## src/sv/lif_neuron_with_psp_ring_assert.svh

```systemverilog
// ---------------------------------------------------------------------------
// Assertion macros for the leaky integrate-and-fire neuron array.
// Each macro expects clk and arst_n in scope.
// ---------------------------------------------------------------------------
`ifndef LIF_NEURON_WITH_PSP_RING_ASSERT_SVH
`define LIF_NEURON_WITH_PSP_RING_ASSERT_SVH

// Consequent must hold in the same cycle as the antecedent.
`define LNR_ASSERT_SAME(name, ante, cons) \
	name: assert property (@(posedge clk) disable iff (!arst_n) (ante) |-> (cons)) \
		else $error("same-cycle check failed");

// Consequent must hold in the cycle after the antecedent.
`define LNR_ASSERT_NEXT(name, ante, cons) \
	name: assert property (@(posedge clk) disable iff (!arst_n) (ante) |=> (cons)) \
		else $error("next-cycle check failed");

`endif

```

## src/sv/lnr_pkg.sv

```systemverilog
// ---------------------------------------------------------------------------
// lnr_pkg
// Shared constants, codes and types of the neuron array.
// ---------------------------------------------------------------------------
`default_nettype none

package lnr_pkg;

	localparam int NEURONS      = 256;
	localparam int RING_SLOTS   = 32;
	localparam int WEIGHT_SHIFT = 8;
	localparam int SCALE_SHIFT  = 16;

	localparam int NEURON_W   = $clog2(NEURONS);
	localparam int SLOT_W     = $clog2(RING_SLOTS);
	localparam int RING_AW    = NEURON_W + SLOT_W;
	localparam int RING_DEPTH = NEURONS * RING_SLOTS;
	localparam int CLR_W      = RING_AW + 1;

	localparam int CFG_IDX_W  = 3;
	localparam int CFG_DATA_W = 32;

	localparam int MUL_A_W = 33;
	localparam int MUL_B_W = 32;
	localparam int MUL_P_W = MUL_A_W + MUL_B_W;

	localparam logic [1:0] FUNC_SYN  = 2'd0;
	localparam logic [1:0] FUNC_UPD  = 2'd1;
	localparam logic [1:0] FUNC_BIAS = 2'd2;

	localparam logic [2:0] SYN_EXCITE  = 3'd0;
	localparam logic [2:0] SYN_INHIBIT = 3'd1;

	localparam logic [31:0] WEIGHT_MASK = 32'h0000_fff8;

	localparam logic [CFG_IDX_W-1:0] REG_REST   = 3'd0;
	localparam logic [CFG_IDX_W-1:0] REG_RESET  = 3'd1;
	localparam logic [CFG_IDX_W-1:0] REG_THRESH = 3'd2;
	localparam logic [CFG_IDX_W-1:0] REG_MDECAY = 3'd3;
	localparam logic [CFG_IDX_W-1:0] REG_RESIST = 3'd4;
	localparam logic [CFG_IDX_W-1:0] REG_EDECAY = 3'd5;
	localparam logic [CFG_IDX_W-1:0] REG_IDECAY = 3'd6;
	localparam logic [CFG_IDX_W-1:0] REG_REFR   = 3'd7;

	typedef struct packed {
		logic               en;
		logic [MUL_A_W-1:0] a;
		logic [MUL_B_W-1:0] b;
	} mul_req_t;

endpackage

`default_nettype wire

```

## src/sv/lnr_mul.sv

```systemverilog
// ---------------------------------------------------------------------------
// lnr_mul
// Shared unsigned multiplier with a registered product.
// ---------------------------------------------------------------------------
`default_nettype none

module lnr_mul (
	input  wire logic                         clk,
	input  wire lnr_pkg::mul_req_t            req,
	output logic [lnr_pkg::MUL_P_W-1:0]       prod
);

	always_ff @(posedge clk) begin
		if (req.en) begin
			prod <= lnr_pkg::MUL_P_W'(req.a) * lnr_pkg::MUL_P_W'(req.b);
		end
	end

endmodule

`default_nettype wire

```

## config.mk

```make
export PLATFORM = sky130hd
export DESIGN_NAME = lnr_mul
export DESIGN_NICKNAME = d
export VERILOG_FILES = /design/src/sv/lif_neuron_with_psp_ring_assert.svh /design/src/sv/lnr_pkg.sv /design/src/sv/lnr_mul.sv
export SDC_FILE = /design/constraint.sdc
export NUM_CORES = 2
export LEC_CHECK = 0
export CAP_MARGIN = 20
export CORE_ASPECT_RATIO = 0.8
export CORE_UTILIZATION = 52
export CTS_CLUSTER_SIZE = 20
export DETAILED_ROUTE_END_ITERATION = 8
export DONT_BUFFER_PORTS = 1
export PLACE_DENSITY = 0.65
export SYNTH_ARGS = -nofsm -noshare
export SYNTH_HDL_FRONTEND = slang
export SYNTH_SLANG_ARGS = --single-unit
```

## constraint.sdc

```tcl
create_clock -name clk -period 9.8 [get_ports clk]
set_input_delay 0.49 -clock clk [delete_from_list [all_inputs] [get_ports clk]]
set_output_delay 0.49 -clock clk [all_outputs]
set_load 0.01 [all_outputs]
```

Word-level counts from Yosys, hierarchy flattened:

Index checks and enable logic that the tools add are counted.

* flip-flop bits (word level): 65
* latch bits: 0
* bits in writable memories: 0
* ROM bits: 0
* input port bits: 67
* memories: 0

* add/sub/neg operators: 0
* $mul: 1
* divide/modulo/power cells: 0
* order comparisons: 0
* equality and inequality tests: 0
* shifts and indexed selects: 0
* muxes and demuxes: 0
* bitwise operators: 0
* reduce and logical (&&, ||, !) cells: 0

Operator list (count)
* multiplier 33 x 32 -> 65 bit: 1

Depth between registers and ports, before layout:

* word-level depth: 1
* gate-level depth with buffers: 27
* depth with buffers taken out: 25

Worst setup path before layout:

OpenSTA, ideal clock, no wires.

* path type: input to register
* start: input port req[60] (netlist bit)
* end: register prod[61] (netlist bit) (data pin)
* setup time: 0.276 ns
* arrival: 6.998 ns
* required time: 9.524 ns
* slack: 2.526 ns
* stages: 26
* path buffers: 2
* cell sequence: clkbuf_1 -> nand2_1 -> fa_1 -> inv_1 -> fa_1 -> fa_1 -> inv_1 -> fa_1 -> inv_1 -> fa_1 -> fa_1 -> fa_1 -> inv_1 -> fa_1 -> inv_1 -> ha_1 -> clkbuf_1 -> and4_1 -> nand2b_1 -> a2bb2oi_1 -> o21ai_0 -> a211oi_2 -> o31ai_4 -> a41o_1 -> nor4b_1 -> a311oi_1

* word-level cells in the longest chain between the ends: 1

RTL lines
* from (decl): RTL line lnr_mul.sv:9 `input wire lnr_pkg::mul_req_t req,`
* multiplier 33 x 32 -> 65 bit: RTL line lnr_mul.sv:15 `prod <= lnr_pkg::MUL_P_W'(req.a) * lnr_pkg::MUL_P_W'(req.b);`
* to (signal assigned): RTL line lnr_mul.sv:15
* to (decl): RTL line lnr_mul.sv:10 `output logic [lnr_pkg::MUL_P_W-1:0] prod`

Every way passes these cells.
A chain may end at the register's enable or synchronous reset.

Worst setup path after layout:

* start: input port req[2] (netlist bit)
* end: register prod[51] (netlist bit) (data pin)

Same word-level chain as after synthesis.

==> results.sh <==
export IMPL_critPathLaunchType="input pin"
export IMPL_nets=4980
export IMPL_synth_fa_ha_area_frac=0.603
export IMPL_area_growth_synth_to_final_pct=1.84
export IMPL_global_route_usage_met3=0.0348
export IMPL_avgRoutedWirePerCell_um=20.8
export IMPL_die_area_mm2=0.0707
export IMPL_synthMuxAreaShare=0.000311
export IMPL_async_flop_share=0
export IMPL_grt_met2_usage=0.477
export IMPL_num_vias=25300
export IMPL_fin_setup_tns_ps=0
export IMPL_grt_pass1_vias=27200
export IMPL_tightest_slew_ps=881
export IMPL_vias_per_cell=5.44
export IMPL_required_ps=9890
export IMPL_nFillCells=6371
export IMPL_cts_resized=0
export IMPL_setup_viol=0
export IMPL_fmax_mhz=134
export IMPL_busiest_layer="met2"
export IMPL_max_slew_margin=0.410
export IMPL_hold_slack_ps=244
export IMPL_hold_depth=0
export IMPL_end_kind="flip-flop"
export IMPL_crit_path_max_fanout=33
export IMPL_drv_slew=0
export IMPL_grt_max_degree=66
export IMPL_synth_area_mm2=0.0362
export IMPL_seqCellArea_mm2=0.00195
export IMPL_gr_usage_met1=0.391
export IMPL_status="complete, no violations"
export IMPL_finalCriticalPeriod_ps=7450
export IMPL_antenna_cells=0
export IMPL_synthSimpleGateAreaFrac=0.169
export IMPL_cts_buffers=9
export IMPL_grt_antenna_before_repair=1
export IMPL_top_register="prod"
export IMPL_synth_xor_area_frac=0.0135
export IMPL_htreeDepth=3
export IMPL_clk_path_buf_depth=2
export IMPL_period_share=0.760
export IMPL_hpwl_um=77500
export IMPL_synth_top_family_by_area="adder cells"
export IMPL_ys_seq_elements=65
export IMPL_largestRegisters="prod (65)"
export IMPL_synthFlopType="edfxtp_1"
export IMPL_drt_iter0_drc=1720
export IMPL_drc=0
export IMPL_root_buffer="clkbuf_16"
export IMPL_num_rows=86
export IMPL_hold_viol=0
export IMPL_synth_compound_gate_area_share=0.0410
export IMPL_drt_total_wl_um=96500
export IMPL_final_common_cell="inv_1"
export IMPL_gr_total_overflow=0
export IMPL_ys_warn_count=0
export IMPL_core_mm2=0.0689
export IMPL_numPortBuffers=0
export IMPL_syn_inst=3929
export IMPL_track_usage=0.285
export IMPL_cp_data_arrival_time_ps=7540
export IMPL_grt_setup_unrepaired="false"
export IMPL_clock_sinks=65
export IMPL_start_util=0.526
export IMPL_largest_register_ffs=65
export IMPL_die_w_um=297
export IMPL_syn_num_nets=5186
export IMPL_avgSynthCellArea_um2=9.21
export IMPL_drive_gt1_frac=0.00885
export IMPL_placedCellCount=4636
export IMPL_drtPass1Iterations=5
export IMPL_clk_pin_slew_ps=70
export IMPL_finalNonFillerCells=4652
export IMPL_grt_pass1_wl_um=155000
export IMPL_post_cts_buffers=0
export IMPL_seq_area_frac_synth=0.0539
export IMPL_ys_types=67
export IMPL_gp_congestion=0.921
export IMPL_antenna_left=0
export IMPL_hold_end="prod[53]"
export IMPL_multi_input_area_mm2=0.0299
export IMPL_die_h_um=238
export IMPL_hold_class="input pin to flip-flop"
export IMPL_max_cap_violations=0
export IMPL_io_pins=132
export IMPL_worst_setup_path_type="input pin to flip-flop"
export IMPL_synth_edf_count=65
export IMPL_postCtsHoldBufs=0
export IMPL_hp_start="req[65]"
export IMPL_cts_tree="yes"
export IMPL_mostFrequentLayoutCells="930 x inv_1, 926 x fa_1, 632 x nand2_1"
layout make-up:
cell class,instances,area share
inverters,930,0.0947
clock inverters,7,0.00278
flip-flops and latches,65,0.0529
clock buffers,9,0.00611
multi-input cells,2717,0.812
well taps,924,0.0314
critical path, stage by stage:
cell	delay (ps)
and2_1	160
fa_1	530
inv_1	50
fa_1	490
fa_1	470
fa_1	550
inv_1	50
fa_1	510
inv_1	60
fa_1	520
inv_1	50
fa_1	540
fa_1	450
ha_1	380
a21oi_1	220
o21ai_0	110
a21oi_1	150
o21ai_2	120
a31oi_1	740
o21ai_0	200
a21boi_0	390
o21bai_1	150
xor2_1	160
worst max-delay path by stage:
stage             from        to  slack (ps)
2_1_floorplan  req[60]  prod[61]        2530
3_3_place_gp   req[45]  prod[54]        2040
3_5_place_dp   req[45]  prod[54]        2050
4_1_cts        req[45]  prod[54]        2420
5_1_grt         req[2]  prod[51]        2050
6_report        req[2]  prod[51]        2350
per-stage QoR:
step / instance area (um^2) / utilization / worst slack, ps
finish: 36900 / 0.535 / 2350
global route: 36900 / 0.535 / 2050
CTS: 36900 / 0.535 / 2420
detailed placement: 36500 / 0.531 / 2050
global placement: 36500 / 0.531 / 2040
floorplan: 36200 / - / 2530
cells in the mapped netlist (all sizes together) (9+ instances only):
cell type / n / area, um^2
and2: 492 / 3080
clkbuf: 213 / 800
xor2: 23 / 201
a21o: 27 / 204
and3: 9 / 56.3
edfxtp: 65 / 1950
nand2: 632 / 2370
inv: 930 / 3490
xnor2: 33 / 289
a21oi: 81 / 413
ha: 264 / 3300
nand3: 20 / 100
nor2: 37 / 139
o21bai: 18 / 135
nand4: 13 / 81.3
nor3: 12 / 60.1
fa: 926 / 18500
o21ai: 38 / 198
layer usage:
| metal | up-vias | share of wire |
|---|---|---|
| li1 | 11000 | - |
| met1 | 13200 | 0.41 |
| met2 | 964 | 0.49 |
| met3 | 124 | 0.069 |
| met4 | 0 | 0.033 |
| met5 | - | 0 |
kinds of logic (layout without fill, tap and decap cells):
family                     after synthesis  in the layout
and+or+nand+nor                       1246           1246
DFF                                     65             65
AOI/OAI and AO/OA                      224            224
xor gates and xnor gates                56             56
buffers and inverters                 1147            946
muxes                                    1              1
adders and majority gates             1190           1190
Power is left out: the tool's default activity adds up to more than one toggle a clock period on the data nets, which glitch-free logic cannot reach.
